File: src/bbc_pkg.sv
// ----------------------------------------------------------------------------
// Block buffer cache controller package
// Shared types, field widths, command codes and parameter defaults.
// ----------------------------------------------------------------------------
package bbc_pkg;

	localparam int NUM_BUFFERS_DEF = 4;
	localparam int BLOCK_BYTES_DEF = 1024;
	localparam int OFFSET_BITS_DEF = 31;

	localparam int FILE_OFF_W = 31;
	localparam int BLOCK_NUM_W = 21;
	localparam int BUF_IDX_W = 2;
	localparam int BYTE_POS_W = 10;
	localparam int XFER_LEN_W = 11;

	localparam logic OP_STORE = 1'b0;
	localparam logic OP_FLUSH = 1'b1;

	typedef logic [FILE_OFF_W-1:0] file_off_t;
	typedef logic [BLOCK_NUM_W-1:0] block_num_t;
	typedef logic [BUF_IDX_W-1:0] buf_idx_t;
	typedef logic [BYTE_POS_W-1:0] byte_pos_t;
	typedef logic [XFER_LEN_W-1:0] xfer_len_t;
	typedef logic [7:0] byte_t;

	typedef enum logic [1:0] {
		CMD_STORE = 2'd0,
		CMD_WRITE_BACK = 2'd1,
		CMD_FILL = 2'd2,
		CMD_FLUSH_DONE = 2'd3
	} cmd_t;

	typedef struct packed {
		logic opcode;
		file_off_t byte_offset;
		byte_t byte_value;
	} in_item_t;

	typedef struct packed {
		cmd_t command;
		buf_idx_t buffer_index;
		block_num_t block_number;
		byte_pos_t byte_in_block;
		byte_t store_value;
		xfer_len_t transfer_length;
		file_off_t pad_from;
		logic last;
	} out_item_t;

	typedef struct packed {
		logic valid_clr;
		logic valid_set;
		logic size_we;
		logic top_we;
		logic victim_step;
	} tag_upd_t;

endpackage

File: src/bbc_tag_store.sv
// ----------------------------------------------------------------------------
// Buffer tag store
// Valid bits, block numbers and fill sizes of the buffers, the victim
// pointer and the file top, updated by one command per cycle under en.
// ----------------------------------------------------------------------------
module bbc_tag_store import bbc_pkg::*; #(
	parameter int NUM_BUFFERS = NUM_BUFFERS_DEF,
	parameter int BLOCK_BYTES = BLOCK_BYTES_DEF,
	parameter int OFFSET_BITS = OFFSET_BITS_DEF
) (
	input logic clk,
	input logic arst_n,
	input logic en,
	input tag_upd_t upd,
	input logic [$clog2(NUM_BUFFERS)-1:0] upd_idx,
	input logic [((OFFSET_BITS < FILE_OFF_W) ? OFFSET_BITS : FILE_OFF_W)
		- $clog2(BLOCK_BYTES)-1:0] upd_block,
	input logic [$clog2(BLOCK_BYTES):0] upd_size,
	input logic [((OFFSET_BITS < FILE_OFF_W) ? OFFSET_BITS : FILE_OFF_W):0] upd_top,
	output logic entry_valid [NUM_BUFFERS],
	output logic [((OFFSET_BITS < FILE_OFF_W) ? OFFSET_BITS : FILE_OFF_W)
		- $clog2(BLOCK_BYTES)-1:0] entry_block [NUM_BUFFERS],
	output logic [$clog2(BLOCK_BYTES):0] entry_size [NUM_BUFFERS],
	output logic [$clog2(NUM_BUFFERS)-1:0] victim,
	output logic [((OFFSET_BITS < FILE_OFF_W) ? OFFSET_BITS : FILE_OFF_W):0] file_top
);

	localparam int IDX_W = $clog2(NUM_BUFFERS);
	localparam int BB_W = $clog2(BLOCK_BYTES);
	localparam int OFF_W = (OFFSET_BITS < FILE_OFF_W) ? OFFSET_BITS : FILE_OFF_W;
	localparam int BLK_W = OFF_W - BB_W;
	localparam int SIZE_W = BB_W + 1;
	localparam int TOP_W = OFF_W + 1;

	logic valid_q [NUM_BUFFERS];
	logic [BLK_W-1:0] block_q [NUM_BUFFERS];
	logic [SIZE_W-1:0] size_q [NUM_BUFFERS];
	logic [IDX_W-1:0] victim_q;
	logic [TOP_W-1:0] top_q;

	always_ff @(posedge clk or negedge arst_n) begin
		if (!arst_n) begin
			for (int i = 0; i < NUM_BUFFERS; i++) begin
				valid_q[i] <= 1'b0;
				block_q[i] <= '0;
				size_q[i] <= '0;
			end
			victim_q <= IDX_W'(NUM_BUFFERS - 1);
			top_q <= '0;
		end else if (en) begin
			if (upd.valid_clr) begin
				valid_q[upd_idx] <= 1'b0;
			end
			if (upd.valid_set) begin
				valid_q[upd_idx] <= 1'b1;
				block_q[upd_idx] <= upd_block;
			end
			if (upd.size_we) begin
				size_q[upd_idx] <= upd_size;
			end
			if (upd.top_we) begin
				top_q <= upd_top;
			end
			if (upd.victim_step) begin
				victim_q <= (victim_q == '0) ? IDX_W'(NUM_BUFFERS - 1) : victim_q - IDX_W'(1);
			end
		end
	end

	assign entry_valid = valid_q;
	assign entry_block = block_q;
	assign entry_size = size_q;
	assign victim = victim_q;
	assign file_top = top_q;

endmodule

File: src/bbc_cmd_gen.sv
// ----------------------------------------------------------------------------
// Command generator
// Picks the next command for the pending transaction from the tag state:
// a store on a hit, otherwise write-back of a valid victim and then a fill,
// and for a flush the lowest valid block until none is left.
// ----------------------------------------------------------------------------
module bbc_cmd_gen import bbc_pkg::*; #(
	parameter int NUM_BUFFERS = NUM_BUFFERS_DEF,
	parameter int BLOCK_BYTES = BLOCK_BYTES_DEF,
	parameter int OFFSET_BITS = OFFSET_BITS_DEF
) (
	input in_item_t item,
	input logic entry_valid [NUM_BUFFERS],
	input logic [((OFFSET_BITS < FILE_OFF_W) ? OFFSET_BITS : FILE_OFF_W)
		- $clog2(BLOCK_BYTES)-1:0] entry_block [NUM_BUFFERS],
	input logic [$clog2(BLOCK_BYTES):0] entry_size [NUM_BUFFERS],
	input logic [$clog2(NUM_BUFFERS)-1:0] victim,
	input logic [((OFFSET_BITS < FILE_OFF_W) ? OFFSET_BITS : FILE_OFF_W):0] file_top,
	output out_item_t res,
	output tag_upd_t upd,
	output logic [$clog2(NUM_BUFFERS)-1:0] upd_idx,
	output logic [((OFFSET_BITS < FILE_OFF_W) ? OFFSET_BITS : FILE_OFF_W)
		- $clog2(BLOCK_BYTES)-1:0] upd_block,
	output logic [$clog2(BLOCK_BYTES):0] upd_size,
	output logic [((OFFSET_BITS < FILE_OFF_W) ? OFFSET_BITS : FILE_OFF_W):0] upd_top
);

	localparam int IDX_W = $clog2(NUM_BUFFERS);
	localparam int BB_W = $clog2(BLOCK_BYTES);
	localparam int OFF_W = (OFFSET_BITS < FILE_OFF_W) ? OFFSET_BITS : FILE_OFF_W;
	localparam int BLK_W = OFF_W - BB_W;
	localparam int SIZE_W = BB_W + 1;
	localparam int TOP_W = OFF_W + 1;

	logic [OFF_W-1:0] off;
	logic [BLK_W-1:0] blk;
	logic [BB_W-1:0] pos;
	logic hit;
	logic [IDX_W-1:0] hit_idx;
	logic found;
	logic [IDX_W-1:0] low_idx;
	logic [IDX_W-1:0] wb_idx;
	logic [TOP_W-1:0] wb_base;
	logic [TOP_W-1:0] wb_end;
	logic [TOP_W-1:0] wb_pad;
	logic [TOP_W-1:0] fill_base;
	logic [TOP_W-1:0] fill_diff;
	logic [SIZE_W-1:0] fill_len;
	logic [SIZE_W-1:0] pos_ext;
	logic [SIZE_W-1:0] cur_size;
	logic [SIZE_W-1:0] st_size;

	assign off = item.byte_offset[OFF_W-1:0];
	assign blk = off[OFF_W-1:BB_W];
	assign pos = off[BB_W-1:0];

	always_comb begin
		hit = 1'b0;
		hit_idx = '0;
		for (int i = 0; i < NUM_BUFFERS; i++) begin
			if (!hit && entry_valid[i] && entry_block[i] == blk) begin
				hit = 1'b1;
				hit_idx = IDX_W'(i);
			end
		end
	end

	always_comb begin
		found = 1'b0;
		low_idx = '0;
		for (int i = 0; i < NUM_BUFFERS; i++) begin
			if (entry_valid[i] && (!found || entry_block[i] < entry_block[low_idx])) begin
				found = 1'b1;
				low_idx = IDX_W'(i);
			end
		end
	end

	always_comb begin
		wb_idx = (item.opcode == OP_FLUSH) ? low_idx : victim;
		wb_base = TOP_W'({entry_block[wb_idx], {BB_W{1'b0}}});
		wb_end = wb_base + TOP_W'(entry_size[wb_idx]);
		wb_pad = (file_top < wb_base) ? file_top : wb_base;

		fill_base = TOP_W'({blk, {BB_W{1'b0}}});
		fill_diff = file_top - fill_base;
		if (fill_base < file_top) begin
			fill_len = (fill_diff > TOP_W'(BLOCK_BYTES)) ? SIZE_W'(BLOCK_BYTES)
				: fill_diff[SIZE_W-1:0];
		end else begin
			fill_len = '0;
		end

		pos_ext = SIZE_W'(pos);
		cur_size = entry_size[hit_idx];
		st_size = (cur_size <= pos_ext) ? pos_ext + SIZE_W'(1) : cur_size;
	end

	always_comb begin
		res = '0;
		upd = '0;
		upd_idx = '0;
		upd_block = blk;
		upd_size = '0;
		upd_top = (wb_end > file_top) ? wb_end : file_top;

		if ((item.opcode == OP_FLUSH && found) ||
			(item.opcode == OP_STORE && !hit && entry_valid[victim])) begin
			res.command = CMD_WRITE_BACK;
			res.buffer_index = buf_idx_t'(wb_idx);
			res.block_number = block_num_t'(entry_block[wb_idx]);
			res.transfer_length = xfer_len_t'(entry_size[wb_idx]);
			res.pad_from = file_off_t'(wb_pad);
			upd.valid_clr = 1'b1;
			upd.top_we = 1'b1;
			upd_idx = wb_idx;
		end else if (item.opcode == OP_FLUSH) begin
			res.command = CMD_FLUSH_DONE;
			res.last = 1'b1;
		end else if (hit) begin
			res.command = CMD_STORE;
			res.buffer_index = buf_idx_t'(hit_idx);
			res.block_number = block_num_t'(blk);
			res.byte_in_block = byte_pos_t'(pos);
			res.store_value = item.byte_value;
			res.last = 1'b1;
			upd.size_we = 1'b1;
			upd_idx = hit_idx;
			upd_size = st_size;
		end else begin
			res.command = CMD_FILL;
			res.buffer_index = buf_idx_t'(victim);
			res.block_number = block_num_t'(blk);
			res.transfer_length = xfer_len_t'(fill_len);
			upd.valid_set = 1'b1;
			upd.size_we = 1'b1;
			upd.victim_step = 1'b1;
			upd_idx = victim;
			upd_size = fill_len;
		end
	end

endmodule

File: src/block_buffer_cache_controller.sv
// ----------------------------------------------------------------------------
// Block buffer cache controller
// Tag and control logic for write-back block buffers in front of a file.
// ----------------------------------------------------------------------------
// Each input transaction on item (item_valid/item_stall) is a byte store or
// a flush. It is held in an input register and turned into one to
// NUM_BUFFERS+1 commands on result (result_valid/result_stall), one per
// cycle unless stalled, the final one marked by last. A store hit gives
// one command, a miss gives an optional write-back, a fill and the store.
// A flush gives a write-back for each valid buffer in ascending block order
// and then flush done.
// The first command is formed from the input register and leaves through
// the output register. One command is produced per cycle unless a command
// waits under result_stall; the next input is taken in the cycle that
// produces the last command of the current one, so unstalled hits run at
// one transaction per cycle. The output register is the pacing element.
// While a command waits in the output register under result_stall, the
// register holds and item_stall stays high for a pending transaction.
// cfg_data (cfg_valid/cfg_ready) sets output enable; with it low, inputs
// are taken and dropped.
// Reset empties all buffers, clears the file top, sets the victim pointer
// to the highest buffer and sets output enable.
// ----------------------------------------------------------------------------
module block_buffer_cache_controller import bbc_pkg::*; #(
	parameter int NUM_BUFFERS = NUM_BUFFERS_DEF,
	parameter int BLOCK_BYTES = BLOCK_BYTES_DEF,
	parameter int OFFSET_BITS = OFFSET_BITS_DEF
) (
	input logic clk,
	input logic arst_n,
	input logic item_valid,
	output logic item_stall,
	input in_item_t item,
	output logic result_valid,
	input logic result_stall,
	output out_item_t result,
	input logic cfg_valid,
	output logic cfg_ready,
	input logic cfg_data
);

	localparam int IDX_W = $clog2(NUM_BUFFERS);
	localparam int BB_W = $clog2(BLOCK_BYTES);
	localparam int OFF_W = (OFFSET_BITS < FILE_OFF_W) ? OFFSET_BITS : FILE_OFF_W;
	localparam int BLK_W = OFF_W - BB_W;
	localparam int SIZE_W = BB_W + 1;
	localparam int TOP_W = OFF_W + 1;

	logic enable_q;
	logic busy_s1;
	in_item_t item_s1;
	logic res_valid_q;
	out_item_t res_q;

	logic step;
	logic done;
	logic take;
	out_item_t res_next;
	tag_upd_t upd;
	logic [IDX_W-1:0] upd_idx;
	logic [BLK_W-1:0] upd_block;
	logic [SIZE_W-1:0] upd_size;
	logic [TOP_W-1:0] upd_top;
	logic entry_valid [NUM_BUFFERS];
	logic [BLK_W-1:0] entry_block [NUM_BUFFERS];
	logic [SIZE_W-1:0] entry_size [NUM_BUFFERS];
	logic [IDX_W-1:0] victim;
	logic [TOP_W-1:0] file_top;

	assign step = busy_s1 && (!res_valid_q || !result_stall);
	assign done = step && res_next.last;
	assign item_stall = busy_s1 && !done;
	assign take = item_valid && !item_stall;
	assign cfg_ready = 1'b1;
	assign result_valid = res_valid_q;
	assign result = res_q;

	bbc_cmd_gen #(
		.NUM_BUFFERS(NUM_BUFFERS),
		.BLOCK_BYTES(BLOCK_BYTES),
		.OFFSET_BITS(OFFSET_BITS)
	) u_cmd_gen (
		.item(item_s1),
		.entry_valid(entry_valid),
		.entry_block(entry_block),
		.entry_size(entry_size),
		.victim(victim),
		.file_top(file_top),
		.res(res_next),
		.upd(upd),
		.upd_idx(upd_idx),
		.upd_block(upd_block),
		.upd_size(upd_size),
		.upd_top(upd_top)
	);

	bbc_tag_store #(
		.NUM_BUFFERS(NUM_BUFFERS),
		.BLOCK_BYTES(BLOCK_BYTES),
		.OFFSET_BITS(OFFSET_BITS)
	) u_tag_store (
		.clk(clk),
		.arst_n(arst_n),
		.en(step),
		.upd(upd),
		.upd_idx(upd_idx),
		.upd_block(upd_block),
		.upd_size(upd_size),
		.upd_top(upd_top),
		.entry_valid(entry_valid),
		.entry_block(entry_block),
		.entry_size(entry_size),
		.victim(victim),
		.file_top(file_top)
	);

	always_ff @(posedge clk or negedge arst_n) begin
		if (!arst_n) begin
			enable_q <= 1'b1;
		end else if (cfg_valid && cfg_ready) begin
			enable_q <= cfg_data;
		end
	end

	always_ff @(posedge clk or negedge arst_n) begin
		if (!arst_n) begin
			busy_s1 <= 1'b0;
		end else if (take) begin
			busy_s1 <= enable_q;
		end else if (done) begin
			busy_s1 <= 1'b0;
		end
	end

	always_ff @(posedge clk) begin
		if (take) begin
			item_s1 <= item;
		end
	end

	always_ff @(posedge clk or negedge arst_n) begin
		if (!arst_n) begin
			res_valid_q <= 1'b0;
		end else if (step) begin
			res_valid_q <= 1'b1;
		end else if (!result_stall) begin
			res_valid_q <= 1'b0;
		end
	end

	always_ff @(posedge clk) begin
		if (step) begin
			res_q <= res_next;
		end
	end

	a_last_marks_final: assert property (@(posedge clk) disable iff (!arst_n)
		res_valid_q |-> (res_q.last == (res_q.command == CMD_STORE ||
			res_q.command == CMD_FLUSH_DONE)))
		else $error("last does not match the command kind");

	a_fill_then_store: assert property (@(posedge clk) disable iff (!arst_n)
		step && res_next.command == CMD_FILL |=> busy_s1 && res_next.command == CMD_STORE)
		else $error("a fill was not followed by its store");

	a_disabled_drops: assert property (@(posedge clk) disable iff (!arst_n)
		!enable_q && !busy_s1 |=> !busy_s1)
		else $error("transaction taken while output is disabled");

	a_stall_only_busy: assert property (@(posedge clk) disable iff (!arst_n)
		item_stall |-> busy_s1 && !(step && res_next.last))
		else $error("input stalled without a pending transaction");

	a_victim_invalid_on_fill: assert property (@(posedge clk) disable iff (!arst_n)
		step && upd.valid_set |-> !entry_valid[upd_idx])
		else $error("fill into a buffer that is still valid");

endmodule
File: config.mk
export PLATFORM = sky130hd
export DESIGN_NAME = block_buffer_cache_controller
export DESIGN_NICKNAME = d
export VERILOG_FILES = /design/src/bbc_pkg.sv /design/src/bbc_tag_store.sv /design/src/bbc_cmd_gen.sv /design/src/block_buffer_cache_controller.sv
export SDC_FILE = /design/constraint.sdc
export NUM_CORES = 1
export LEC_CHECK = 0
export BUFFER_PORTS_ARGS = -buffer_cell sky130_fd_sc_hd__buf_2
export CAP_MARGIN = 20
export CORE_ASPECT_RATIO = 0.8
export CORE_MARGIN = 2
export CORE_UTILIZATION = 25
export DETAILED_ROUTE_END_ITERATION = 8
export GPL_TIMING_DRIVEN = 0
export SYNTH_ARGS = -nofsm -noshare
export SYNTH_HDL_FRONTEND = slang
export SYNTH_SLANG_ARGS = --single-unit
File: constraint.sdc
create_clock -name clk -period 23.2 [get_ports clk]
set_input_delay 4.64 -clock clk [delete_from_list [all_inputs] [get_ports clk]]
set_output_delay 4.64 -clock clk [all_outputs]
set_load 0.02 [all_outputs]
==> run metrics <==
core area 77500 sq um; pre-CTS WS 8.74 ns; Hold-fix buffers, CTS 0; FF-to-FF End u_tag_store.file_top[29]; Routed Wire Length 67.1 mm; H-tree levels 2; # resized after CTS 0; sequential fraction of the synthesis area 0.407; Hold Path Depth 1; post-synthesis simple-gate area fraction 0.151; Crit path top cell by count ha_1; io pins 135; EDFF count, synth 126; layout cell share with drive strength beyond 1 0.154; max cap viols 0; Setup TNS Final 0 ns; FMAX 67.8 MHz; clk buf depth 3; port buffer count 133; GRT Overall Usage 0.162; Via density 5.05; Pre-antenna DRT Iters 5; worst-margin pin slew 0.870 ns; die span in y 255 um; share of the cycle needed by the critical path after routing 0.636; Mapped Area 19700 sq um; CP endpoint kind flop; minimum clock period 14.76 ns; syn_area_per_cell 9.82 sq um; mux cell area share after synthesis 0.103; nets 2374; critical path arrival 15.20 ns; Hold Vio Cnt, Final 0; Setup Fix Bufs, Post-CTS 0; largest family of logic cells by synthesized area simple AND/OR/NAND/NOR gates; clk root buf clkbuf_16; starting DRC count in detailed routing 1649; post-route ant nets 0; worst hold path startpoint busy_s1; number of synthesis warnings 0; cell count after synthesis 2004; CP startpoint kind flop; R2R Setup Slk 8.44 ns; Synth Net Count 2198; CP max stage delay 0.61 ns; Adder-Cell Fraction of Synth Area 0.0945; row count 91; final-layout fill cell count 8060; CTS tree built; Hold Path End result_valid; largest net degree at the start of global routing 112; total grt overflow 0; initial core utilization 0.254; ys async rst share 0.573; antenna violations before repair 1; relative slew slack 0.412; hold crit path type flop to flop; drt wl/cell 20.8 um; most frequent cells in the layout nor2_1, nand2_1, dfrtp_1, ha_1, buf_2; predominant post-synthesis flop cell dfrtp_1; dpl cells 3164; first-pass GRT wire length 99.9 mm; Layout area overhead 16.5%; area fraction in compound gates after synthesis 0.147; max-slew violation count 0; commonest non-fill, non-tap cell in the layout nor2_1; Setup Crit Path Kind flop to flop; worst-case reg-to-reg path depth 51; Reg clk slew, reported paths 0.06 ns; fin cells 3231; post-DP HPWL 52.0 mm; Setup Viol. Count Final 0; via count 16300; worst skew pair latency 0.57 ns; Slowest-stage cell, CP nor3_1; # diodes 0; vias in the first global route 15700; Synth Area in XOR/XNOR 0.0503; CP Max Fanout 10; final worst slack 8.44 ns; DRC 0; Synth cell types 92; Layout Skew 0.0274 ns; Num CTS Buffers 37; die area 81000 sq um; RSZ-0062 raised after global routing false; r2r startpoint u_tag_store.entry_block[50]; Die W 318 um; GP Congestion 0.991; clk sink count 295; flops & latches, synth 295; Worst Path Required 23.64 ns; outcome completed
## per-layer routing
metal / global-route usage / share of wire / up-vias
li1: - / - / 7612
met1: 0.237 / 0.47 / 7991
met2: 0.242 / 0.43 / 617
met3: 0.0285 / 0.078 / 99
met4: 0.0502 / 0.026 / 2
met5: 0 / 0.00019 / -
## worst max-delay path by stage
stage                                start                       end  slack [ns]  cells past startpoint
2_1_floorplan  u_tag_store.entry_block[50]  u_tag_store.file_top[20]       12.74                     53
3_3_place_gp   u_tag_store.entry_block[50]  u_tag_store.file_top[29]        8.77                     50
3_5_place_dp   u_tag_store.entry_block[50]  u_tag_store.file_top[26]        8.74                     50
4_1_cts        u_tag_store.entry_block[50]  u_tag_store.file_top[29]        8.69                     50
5_1_grt        u_tag_store.entry_block[50]  u_tag_store.file_top[29]        7.67                     51
6_report       u_tag_store.entry_block[50]  u_tag_store.file_top[29]        8.44                     51
## critical path: cells and delay by family, from the launching register on
kind                     cells  cell delay, ns
flip-flops                   1            0.47
AND/OR/NAND/NOR             13            2.60
adder cells (fa/ha/maj)      6            1.80
XOR/XNOR                     1            0.13
multiplexers                 1            0.40
buffers and inverters        9            3.84
AO/OA/AOI/OAI               21            5.34
## through the flow
stage | utilization | hold slack, ns | instance area (sq um)
final | 0.296 | 0.491 | 22900
after global routing | 0.296 | 0.532 | 22900
after CTS | 0.296 | 0.496 | 22900
after detailed placement | 0.280 | 0.481 | 21700
after global placement | 0.279 | 0.457 | 21600
after floorplan | - | 0.448 | 19700
## cells by family (layout without fill, tap and decap cells)
family,Yosys count,count (layout)
AND/OR/NAND/NOR,601,601
AO/OA/AOI/OAI,436,436
flip-flops,295,295
buffers and inverters,225,429
multiplexers,185,185
adder cells (fa/ha/maj),148,148
XOR/XNOR,113,113
other,1,1
## Yosys cell counts (6+ instances only)
master | n | share of area
a211oi_1 | 25 | 0.0095
a21o_1 | 43 | 0.016
a21oi_1 | 144 | 0.037
a311oi_1 | 9 | 0.0040
a31oi_1 | 20 | 0.0064
a41oi_1 | 10 | 0.0045
and2_1 | 20 | 0.0064
and3_1 | 22 | 0.0070
buf_1 | 9 | 0.0017
buf_2 | 13 | 0.0033
buf_4 | 7 | 0.0027
clkbuf_1 | 74 | 0.014
dfrtp_1 | 166 | 0.21
edfxtp_1 | 126 | 0.19
ha_1 | 147 | 0.093
inv_1 | 118 | 0.023
mux2_1 | 12 | 0.0069
mux2_2 | 75 | 0.043
mux2i_1 | 93 | 0.047
nand2_1 | 168 | 0.032
nand2b_1 | 15 | 0.0048
nand3_1 | 33 | 0.0084
nand4_1 | 56 | 0.018
nor2_1 | 176 | 0.034
nor2b_1 | 32 | 0.010
nor3_1 | 28 | 0.0071
nor4_1 | 15 | 0.0048
nor4_2 | 7 | 0.0045
o21a_1 | 20 | 0.0076
o21ai_0 | 63 | 0.016
o21ai_1 | 6 | 0.0015
o22ai_1 | 23 | 0.0073
o31ai_1 | 7 | 0.0027
or2_2 | 6 | 0.0019
xnor2_1 | 93 | 0.041
xor2_1 | 20 | 0.0089
## layout make-up
type                    instances  area [sq um]  share of cell area
plain buffers                 106           470              0.0205
repair buffers                137           754              0.0329
clock inverters                22           239              0.0104
inverters                     119           447              0.0195
multi-input cells            1484         10800               0.469
clock buffers                  45           977              0.0426
flip-flops and latches        295          8020               0.350
well taps                    1023          1280              0.0558
## state kept, by name, summed over array words and instances (netlist names)
signal,cells
result_valid,1
busy_s1,1
u_tag_store.victim,2
enable_q,1
item_s1,40
u_tag_store.entry_size,44
u_tag_store.file_top,32
u_tag_store.entry_block,84
result,86
u_tag_store.entry_valid,4
Power is not shown: default switching activity piles up to over one toggle a cycle in this logic, so the estimate is an artifact.
